$ cat src/design/stable_priority_sorter_defines.svh
// ----------------------------------------------------------------------------
// Stable priority sorter assertion macros
// Shared property wrappers, clocked on clk_i and quiet while rst_ni is low.
// ----------------------------------------------------------------------------
`ifndef STABLE_PRIORITY_SORTER_DEFINES_SVH
`define STABLE_PRIORITY_SORTER_DEFINES_SVH

// Same-cycle implication
`define SPS_ASSERT_NOW(label, ante, cons, msg) \
  label: assert property (@(posedge clk_i) disable iff (!rst_ni) (ante) |-> (cons)) \
    else $error(msg);

// Next-cycle implication
`define SPS_ASSERT_NEXT(label, ante, cons, msg) \
  label: assert property (@(posedge clk_i) disable iff (!rst_ni) (ante) |=> (cons)) \
    else $error(msg);

`endif

$ cat src/design/spsort_pkg.sv
// ----------------------------------------------------------------------------
// Stable priority sorter package
// Types, codes and constants shared by the sorter cells and the top level.
// ----------------------------------------------------------------------------
package spsort_pkg;

  // Default capacity of the cell row
  localparam int unsigned MAX_TASKS_DEF = 32;

  // Field widths
  localparam int unsigned TAG_W      = 16;
  localparam int unsigned PRIO_W     = 16;
  localparam int unsigned ARR_W      = 5;
  localparam int unsigned MODE_W     = 2;
  localparam int unsigned CFG_IDX_W  = 2;
  localparam int unsigned CFG_DATA_W = 16;

  // Reset values of the configuration registers
  localparam logic signed [PRIO_W-1:0] DEFAULT_PRIO_RST = 16'sd5;

  // Sort mode codes; the unused code sorts descending
  localparam logic [MODE_W-1:0] MODE_INSERT = 2'd0;
  localparam logic [MODE_W-1:0] MODE_ASC    = 2'd1;
  localparam logic [MODE_W-1:0] MODE_DESC   = 2'd2;

  // Configuration register indexes
  typedef enum logic [CFG_IDX_W-1:0] {
    CFG_SORT_MODE    = 2'd0,
    CFG_DEFAULT_PRIO = 2'd1
  } cfg_idx_e;

  // Sequencer states
  typedef enum logic [1:0] {
    ST_LOAD,
    ST_SORT,
    ST_EMIT
  } state_e;

  // One stored task
  typedef struct packed {
    logic signed [PRIO_W-1:0] prio;
    logic [TAG_W-1:0]         tag;
    logic [ARR_W-1:0]         arrival;
  } entry_t;

  // Row-wide control from the sequencer
  typedef struct packed {
    logic              load;    // write the new task into the cell at the fill point
    logic              shift;   // move every entry one cell toward the head
    logic              sort;    // run one compare-exchange pass
    logic              parity;  // pair cells starting at even or odd index
    logic [MODE_W-1:0] mode;
  } ctrl_t;

endpackage

$ cat src/design/spsort_cell.sv
// ----------------------------------------------------------------------------
// Stable priority sorter cell
// Holds one task and exchanges it with its neighbors: load, shift toward
// the head, or compare-exchange with the next cell during a sort pass.
// ----------------------------------------------------------------------------
module spsort_cell #(
  parameter int unsigned MaxTasks = spsort_pkg::MAX_TASKS_DEF,
  parameter int unsigned Idx      = 0,
  parameter int unsigned CntW     = $clog2(MaxTasks + 1)
) (
  input  logic                clk_i,
  input  spsort_pkg::ctrl_t   ctrl_i,
  input  logic [CntW-1:0]     count_i,
  input  spsort_pkg::entry_t  new_i,
  input  spsort_pkg::entry_t  prev_i,
  input  logic                prev_swap_i,
  input  spsort_pkg::entry_t  next_i,
  output spsort_pkg::entry_t  entry_o,
  output logic                swap_o
);
  import spsort_pkg::*;

  localparam logic [CntW-1:0] IdxV  = CntW'(Idx);
  localparam logic [CntW-1:0] NextV = CntW'(Idx + 1);
  localparam logic            IdxOdd = 1'(Idx % 2);

  entry_t entry_q, entry_d;
  logic   pair_act;
  logic   out_of_order;

  // Strict compare keeps equal priorities in arrival order
  always_comb begin
    unique case (ctrl_i.mode)
      MODE_INSERT: out_of_order = 1'b0;
      MODE_ASC:    out_of_order = entry_q.prio > next_i.prio;
      default:     out_of_order = entry_q.prio < next_i.prio;
    endcase
  end

  // This cell leads a pair when parity matches and both cells hold tasks
  assign pair_act = ctrl_i.sort && (ctrl_i.parity == IdxOdd) && (count_i > NextV);
  assign swap_o   = pair_act && out_of_order;

  // Pick the next content
  always_comb begin
    priority if (ctrl_i.load && (count_i == IdxV)) begin
      entry_d = new_i;
    end else if (ctrl_i.shift || swap_o) begin
      entry_d = next_i;
    end else if (prev_swap_i) begin
      entry_d = prev_i;
    end else begin
      entry_d = entry_q;
    end
  end

  always_ff @(posedge clk_i) begin
    entry_q <= entry_d;
  end

  assign entry_o = entry_q;

endmodule

$ cat src/design/stable_priority_sorter.sv
// ----------------------------------------------------------------------------
// Stable priority sorter
// Collects a set of tasks, orders them by priority in a row of cells with
// stable odd-even compare-exchange passes, and emits the tags in order.
// ----------------------------------------------------------------------------
//   channel | signals                                     | direction
//   --------+---------------------------------------------+----------
//   in      | in_valid_i/in_ready_o, task fields           | to block
//   out     | out_valid_o/out_ready_i, result fields       | from block
//   cfg     | cfg_valid_i/cfg_ready_o, cfg_index_i, data   | to block
//
// Loading takes one task beat per cycle. After the beat marked last, the row
// runs n compare-exchange passes (n tasks held, one pass per cycle), then
// shifts out one result per cycle while out_ready_i is high.
// Input is held off during the passes and the emission. Reset empties the
// row and restores the registers; cell contents are not cleared.
// A stalled output beat holds the row; configuration is always taken.
// ----------------------------------------------------------------------------
`include "stable_priority_sorter_defines.svh"

module stable_priority_sorter #(
  parameter int unsigned MaxTasks = spsort_pkg::MAX_TASKS_DEF
) (
  input  logic                                  clk_i,
  input  logic                                  rst_ni,
  // task input
  input  logic                                  in_valid_i,
  output logic                                  in_ready_o,
  input  logic [spsort_pkg::TAG_W-1:0]          task_tag_i,
  input  logic signed [spsort_pkg::PRIO_W-1:0]  priority_req_i,
  input  logic                                  priority_given_i,
  input  logic                                  last_task_i,
  // result output
  output logic                                  out_valid_o,
  input  logic                                  out_ready_i,
  output logic [spsort_pkg::TAG_W-1:0]          sorted_tag_o,
  output logic [spsort_pkg::ARR_W-1:0]          arrival_index_o,
  output logic                                  end_of_set_o,
  output logic                                  overflow_o,
  // configuration writes
  input  logic                                  cfg_valid_i,
  output logic                                  cfg_ready_o,
  input  logic [spsort_pkg::CFG_IDX_W-1:0]      cfg_index_i,
  input  logic [spsort_pkg::CFG_DATA_W-1:0]     cfg_data_i
);
  import spsort_pkg::*;

  localparam int unsigned     CntW      = $clog2(MaxTasks + 1);
  localparam logic [CntW-1:0] MaxTasksV = CntW'(MaxTasks);
  localparam logic [CntW-1:0] OneV      = CntW'(1);

  state_e                    state_q, state_d;
  logic [CntW-1:0]           count_q, count_d;
  logic [CntW-1:0]           pass_q, pass_d;
  logic                      dropped_q, dropped_d;
  logic [MODE_W-1:0]         sort_mode_q;
  logic signed [PRIO_W-1:0]  default_prio_q;
  ctrl_t                     ctrl;
  entry_t                    new_entry;
  entry_t                    ent [MaxTasks];
  logic                      swp [MaxTasks];

  // Configuration registers
  assign cfg_ready_o = 1'b1;

  always_ff @(posedge clk_i or negedge rst_ni) begin
    if (!rst_ni) begin
      sort_mode_q    <= MODE_ASC;
      default_prio_q <= DEFAULT_PRIO_RST;
    end else if (cfg_valid_i) begin
      unique case (cfg_index_i)
        CFG_SORT_MODE:    sort_mode_q    <= cfg_data_i[MODE_W-1:0];
        CFG_DEFAULT_PRIO: default_prio_q <= cfg_data_i;
        default:          ;
      endcase
    end
  end

  // Build the incoming entry
  assign new_entry.prio    = priority_given_i ? priority_req_i : default_prio_q;
  assign new_entry.tag     = task_tag_i;
  assign new_entry.arrival = ARR_W'(count_q);

  // Sequencer registers
  always_ff @(posedge clk_i or negedge rst_ni) begin
    if (!rst_ni) begin
      state_q   <= ST_LOAD;
      count_q   <= '0;
      pass_q    <= '0;
      dropped_q <= 1'b0;
    end else begin
      state_q   <= state_d;
      count_q   <= count_d;
      pass_q    <= pass_d;
      dropped_q <= dropped_d;
    end
  end

  // Next state and row control
  always_comb begin
    state_d     = state_q;
    count_d     = count_q;
    pass_d      = pass_q;
    dropped_d   = dropped_q;
    in_ready_o  = 1'b0;
    out_valid_o = 1'b0;
    ctrl.load   = 1'b0;
    ctrl.shift  = 1'b0;
    ctrl.sort   = 1'b0;
    ctrl.parity = pass_q[0];
    ctrl.mode   = sort_mode_q;
    unique case (state_q)
      ST_LOAD: begin
        in_ready_o = 1'b1;
        if (in_valid_i) begin
          if (count_q < MaxTasksV) begin
            ctrl.load = 1'b1;
            count_d   = count_q + OneV;
          end else begin
            dropped_d = 1'b1;
          end
          if (last_task_i) begin
            state_d = ST_SORT;
          end
        end
      end
      ST_SORT: begin
        ctrl.sort = 1'b1;
        if (pass_q == count_q - OneV) begin
          pass_d  = '0;
          state_d = ST_EMIT;
        end else begin
          pass_d = pass_q + OneV;
        end
      end
      ST_EMIT: begin
        out_valid_o = 1'b1;
        if (out_ready_i) begin
          ctrl.shift = 1'b1;
          count_d    = count_q - OneV;
          if (count_q == OneV) begin
            dropped_d = 1'b0;
            state_d   = ST_LOAD;
          end
        end
      end
      default: state_d = ST_LOAD;
    endcase
  end

  // Row of cells
  for (genvar g = 0; g < MaxTasks; g++) begin : g_cell
    entry_t prev_ent;
    entry_t next_ent;
    logic   prev_swp;

    if (g == 0) begin : g_head
      assign prev_ent = '0;
      assign prev_swp = 1'b0;
    end else begin : g_mid
      assign prev_ent = ent[g-1];
      assign prev_swp = swp[g-1];
    end

    if (g == MaxTasks - 1) begin : g_tail
      assign next_ent = '0;
    end else begin : g_body
      assign next_ent = ent[g+1];
    end

    spsort_cell #(
      .MaxTasks (MaxTasks),
      .Idx      (g),
      .CntW     (CntW)
    ) u_cell (
      .clk_i       (clk_i),
      .ctrl_i      (ctrl),
      .count_i     (count_q),
      .new_i       (new_entry),
      .prev_i      (prev_ent),
      .prev_swap_i (prev_swp),
      .next_i      (next_ent),
      .entry_o     (ent[g]),
      .swap_o      (swp[g])
    );
  end

  // Head cell drives the result beat
  assign sorted_tag_o    = ent[0].tag;
  assign arrival_index_o = ent[0].arrival;
  assign end_of_set_o    = (count_q == OneV);
  assign overflow_o      = dropped_q;

  // Checks
  `SPS_ASSERT_NOW(a_no_load_while_emit, out_valid_o, !in_ready_o, "input open during emission")
  `SPS_ASSERT_NEXT(a_last_closes, in_valid_i && in_ready_o && last_task_i, !in_ready_o,
                   "input still open after last task")
  `SPS_ASSERT_NEXT(a_set_ends, out_valid_o && out_ready_i && end_of_set_o, !out_valid_o,
                   "results continue past end of set")
  `SPS_ASSERT_NOW(a_count_bound, 1'b1, count_q <= MaxTasksV, "task count beyond capacity")

endmodule

$ cat config.mk
export PLATFORM = sky130hd
export DESIGN_NAME = stable_priority_sorter
export DESIGN_NICKNAME = d
export VERILOG_FILES = /design/src/design/spsort_pkg.sv /design/src/design/spsort_cell.sv /design/src/design/stable_priority_sorter.sv
export VERILOG_INCLUDE_DIRS = /design/src /design/src/design
export SDC_FILE = /design/constraint.sdc
export NUM_CORES = 2
export LEC_CHECK = 0
export BUFFER_PORTS_ARGS = -buffer_cell sky130_fd_sc_hd__buf_4
export CAP_MARGIN = 20
export CORE_MARGIN = 3
export CORE_UTILIZATION = 40
export CTS_CLUSTER_DIAMETER = 30
export CTS_CLUSTER_SIZE = 20
export DETAILED_ROUTE_END_ITERATION = 6
export GPL_TIMING_DRIVEN = 1
export HOLD_SLACK_MARGIN = 0.05
export PLACE_DENSITY = 0.62
export SLEW_MARGIN = 20
export SYNTH_ARGS = -nofsm -noshare
export SYNTH_HDL_FRONTEND = slang
export SYNTH_HIERARCHICAL = 1
export SYNTH_SLANG_ARGS = --single-unit
export TNS_END_PERCENT = 100
$ cat constraint.sdc
create_clock -name clk_i -period 15.8 [get_ports clk_i]
set_input_delay 0.79 -clock clk_i [delete_from_list [all_inputs] [get_ports clk_i]]
set_output_delay 0.79 -clock clk_i [all_outputs]
set_load 0.005 [all_outputs]
# == Word level (Yosys, flattened, before mapping) ==
# Cells that the tools add are included.
# word_totals
regBits,1217
latch_bits,0
ram_bits,0
mem_bits_ro,0
elab_cells,570
memories,0
# classes
n_addsub,3
n_mul,0
div_mod_pow,0
n_lt_le_gt_ge,97
eq_ne,43
shifts,0
mux,152
bitwise_logic,1
reduce_logical,172
# ops
operator,count
$mux 37,95
$gt 16x16->1,31
$lt 16x16->1,31
$logic_and 1x1->1,98
$eq 6x5->1 const B,16
$gt 6x5->1 const B,16
$reduce_bool 3->1,31
$pmux 1 s2,33
$eq 6x4->1 const B,8
$gt 6x4->1 const B,8
$logic_or 1x1->1,32
$eq 6x3->1 const B,4
$gt 6x3->1 const B,4
$mux 6,4
$gt 16x1->1 const B,1
$lt 16x1->1 const B,1
$mux 16,1
$ne 2x2->1 const B,7
$add 6x1->6 const B,2
$eq 6x2->1 const B,2
$gt 6x2->1 const B,2
$mux 1,12
$pmux 6 s2,1
$mux 2,5
16 further kinds,23

# == Longest topological paths before layout ==
# depth
word_depth,8
mapped_depth,12

# == By module ==
# The synthesis kept the hierarchy.
# by_module_without_submodules
module,n_inst,cells_per_inst,area_per_inst_um2,seq_area_each_um2
spsort_cell at g_cell[1].u_cell,1,278,3095.5,1111.1
spsort_cell at g_cell[9].u_cell,1,290,2980.4,1111.1
spsort_cell at g_cell[12].u_cell,1,328,2957.8,1111.1
spsort_cell at g_cell[5].u_cell,1,289,2906.5,1111.1
spsort_cell at g_cell[8].u_cell,1,289,2895.3,1111.1
spsort_cell at g_cell[3].u_cell,1,289,2889.0,1111.1
spsort_cell at g_cell[4].u_cell,1,287,2866.5,1111.1
spsort_cell at g_cell[15].u_cell,1,330,2855.2,1111.1
spsort_cell at g_cell[11].u_cell,1,278,2827.7,1111.1
spsort_cell at g_cell[13].u_cell,1,280,2824.0,1111.1
spsort_cell at g_cell[23].u_cell,1,296,2820.2,1111.1
spsort_cell at g_cell[2].u_cell,1,281,2820.2,1111.1
spsort_cell at g_cell[16].u_cell,1,296,2801.4,1111.1
spsort_cell at g_cell[22].u_cell,1,283,2698.8,1111.1
+19 rows,--,--,--,--

# == Worst setup path before layout ==
# OpenSTA, ideal clock, no wires.
# synth_path
path_kind,flip-flop to flip-flop
start,reg count_q[5]
end,"reg g_cell[1].u_cell.entry_q, in the netlist g_cell[1].u_cell/entry_o[0], enable pin"
setup_time_ns,0.447
arrival_time_ns,6.787
required_ns,15.353
setup_slack_ns,8.565
stages_incl_launch_ff,9
n_path_buf,3
period_less_slack_ns,7.235
path_cell_list,dfrtp_1 clkbuf_1 nor4b_1 and4b_1 a211oi_1 buf_2 buf_1 nor2b_1 mux2i_1
# synth_lines
item,line_no,source
"start, declared",stable_priority_sorter.sv:53,"logic [CntW-1:0] count_q, count_d;"
"start signal, assigned",stable_priority_sorter.sv:93,count_q <= count_d;
"end signal, assigned",spsort_cell.sv:58,entry_q <= entry_d;
"end, declared",spsort_cell.sv:27,"entry_t entry_q, entry_d;"

==> run metrics <==
status=finished, violations left; failing checks=DRC; Slew headroom=between 20% and 30%; CTS resizes=0; Slew Limit Fails=0; hold depth=3; Final Routed Wirelength=303 mm; total die area=0.224 mm2; Synth Area per Inst=10.4 um2; sequential-to-total area share from yosys stat=between 40% and 50%; endpoints failing setup=0; Synth Area in XOR/XNOR=less than 1%; GR Util met2=39.5%; Total Power=0.0244 W; Die Y=about 470 um; #FFs+latches synth=about 1200; largest family of logic cells by synthesized area=compound AO/OA/AOI/OAI gates; CTS clk-pin slew, worst paths=about 0.040 ns; vias in the first global route=70300; R2R depth=11; Final period util=approximately 33%; layout cells sized above 1=17.4%; post-synth top area share=40.8%; Inst Count DP=10900; clk_lat worst skew=0.96 ns; RSZ-0062 raised after global routing=no; Root Driver=clkbuf_16; count of cell types in the netlist=approximately 140; Post-DP HPWL=201 mm; Hold Violations, Final=0; post-place setup slack=10.71 ns; pin count of the biggest net entering global routing=180; setup bufs post-CTS=0; Worst setup startpoint=state_q[0]; Mapped Area=around 0.087 mm2; area share of and/or/nand/nor cells after synthesis=16.7%; Synth Area in Adders=7.40%; chip width=473 um; # hold bufs at CTS=15; CP Max Fanout=179; mux contribution to synthesized area=5.18%; hold wc startpoint=last_task_i; drt wl/cell=around 26 um; total track usage=roughly 26%; wire length of the first global-routing pass=451 mm; grt met3 use=6.61%; WP data required=16.33 ns; ys async rst share=2.71%; top post-synthesis cells by area=edfxtp_1 (41%), ha_1 (7.4%), a221o_1 (4.1%); Setup CP Type=flip-flop to flip-flop; worst reg-to-reg setup slack=10.56 ns; Worst R2R Start=state_q[0]; Via density=6.42; TritonCTS clock tree=done; row cnt=170; boundary pin count=83; P_leak=39.1 nW; Main synth FF type=edfxtp_1; vias=74000; Power Density=roughly 240 mW/mm2; antenna violations before repair=9; fin worst setup slack=10.56 ns; Worst VDD drop=0.000219 V; top-count cell post-synth=edfxtp_1; Detail Route Antenna Nets=0; compound-cell area share of the yosys netlist=21.1%; IO buf count=81; Slew @ Worst Pin=1.15 ns; Hold Crit Class=primary input to flip-flop; maxcap violations=0; Max Buffers Root-to-Sink=4; CP Data Arrival Time=5.77 ns; Initial DRC Count=10100; core area=between 0.2 and 0.25 mm2; Layout Skew=0.103 ns; clk sinks=between 1000 and 1500; Initial Utilization=40.4%; gr busiest metal=met2; Crit Reg-Reg Endpoint=g_cell[26].u_cell/entry_o[12]; most frequent cells after synthesis=edfxtp_1 (1184), nand2_1 (711), inv_1 (646), ha_1 (516), nor2_1 (470); Post-Syn Instances=8395; Pre-antenna DRT Iters=7; nets=9000; Synth warnings=6; Crit. End Element=flip-flop; TritonCTS Buffers=336; GP Congestion=between 0.9 and 1; drc violations=2; hold worst-path end=state_q[0]; type of origin of the critical path=flip-flop; Max Fclk=0.191 GHz; Layout area overhead=14.9%; Post-synth EDFFs=between 1000 and 1500; CTS H-Tree Depth=5; min Tclk post-route=5.24 ns; met1 GRT Util=a little over a third; Layout Cells excl Fill=11500; Synth area leader=edfxtp_1; setup TNS=0 ns; GRT Residual Overflow=0
==> routing by layer <==
layer	part of all wire [%]	vias to the layer above
li1	-	32800
met1	40	36100
met5	0	-
met3	11	764
met4	4.3	0
met2	44	4357
==> critical path: stages (launching register included) <==
cell and delay [ns]:
dfrtp_1 0.46, nand2b_1 0.25, inv_1 0.19, and2_4 0.60, buf_12 0.58, buf_4 0.55
buf_4 0.55, a21oi_1 0.11, o211ai_2 0.11, and2_4 0.56, or3_1 0.19, buf_4 0.46
==> power by group <==
group	total [W]	switching [W]	internal, W
logic	0.0102	0.00633	0.00392
clock network	0.00650	0.00205	0.00444
registers	0.00768	0.00158	0.00610
==> state kept, by name (all words and copies together), names as in the netlist <==
| register | flops |
|---|---|
| g_cell.u_cell/entry_o | 1184 |
| default_prio_q | 16 |
| count_q | 6 |
| pass_q | 6 |
| sort_mode_q | 2 |
| state_q | 2 |
| overflow_o | 1 |
==> worst max path at each step <==
stage          slack (ns)  depth (start not counted)                            end
2_1_floorplan        8.57                          8    g_cell[1].u_cell/entry_o[0]
3_3_place_gp        10.76                         10  g_cell[26].u_cell/entry_o[25]
3_5_place_dp        10.71                         11  g_cell[26].u_cell/entry_o[30]
4_1_cts             10.68                         11  g_cell[26].u_cell/entry_o[12]
5_1_grt             10.36                         11  g_cell[26].u_cell/entry_o[12]
6_report            10.56                         11  g_cell[26].u_cell/entry_o[12]
==> through the flow <==
step | hold WS (ns) | util [%] | cell area (um2)
CTS | 0.101 | 46.4 | 100000
finish | 0.154 | 46.5 | 100000
floorplan | 0.475 | - | 87600
global route | 0.121 | 46.5 | 100000
detailed placement | 0.493 | 41.4 | 89200
global placement | 0.485 | 41.3 | 89000
==> cell usage in the layout, fill, tap and decap left out, drive strengths merged, types with 22 or more instances in the layout <==
master,count
o311ai,39
a221oi,78
edfxtp,1184
and2,233
nand4,234
nor4,36
a21boi,44
clkinv,130
o31ai,284
nand3,188
a31oi,408
a222oi,37
nor2b,43
a21oi,298
ha,516
nand2,716
nand4b,237
mux2i,72
bufinv,32
inv,664
and3,123
mux2,292
nor3b,33
nor2,471
a221o,371
clkinvlp,26
or4,70
o221ai,37
o21ai,382
dfrtp,30
o211ai,173
o21a,22
clkbuf,384
a21o,32
buf,256
nor3,74
conb,92
==> layout make-up <==
cell class | count | area [um2]
Multi-Input combinational cell | 5952 | 44800
Antenna cell | 4 | 10.0
Fill cell | 19700 | 115000
Sequential cell | 1217 | 36400
Clock buffer | 384 | 8780
Inverter | 649 | 2440
Timing Repair Buffer | 271 | 2300
Tap cell | 2838 | 3550
Clock inverter | 203 | 1950
==> kinds of logic after synthesis <==
logic type | count (synthesis)
adders and majority gates | 516
and+or+nand+nor | 2588
muxes | 364
other | 2
buffers and inverters | 1316
AOI/OAI and AO/OA | 2375
DFF | 1217
xor gates and xnor gates | 17
Note: power is estimated with default switching activity, not from simulation.
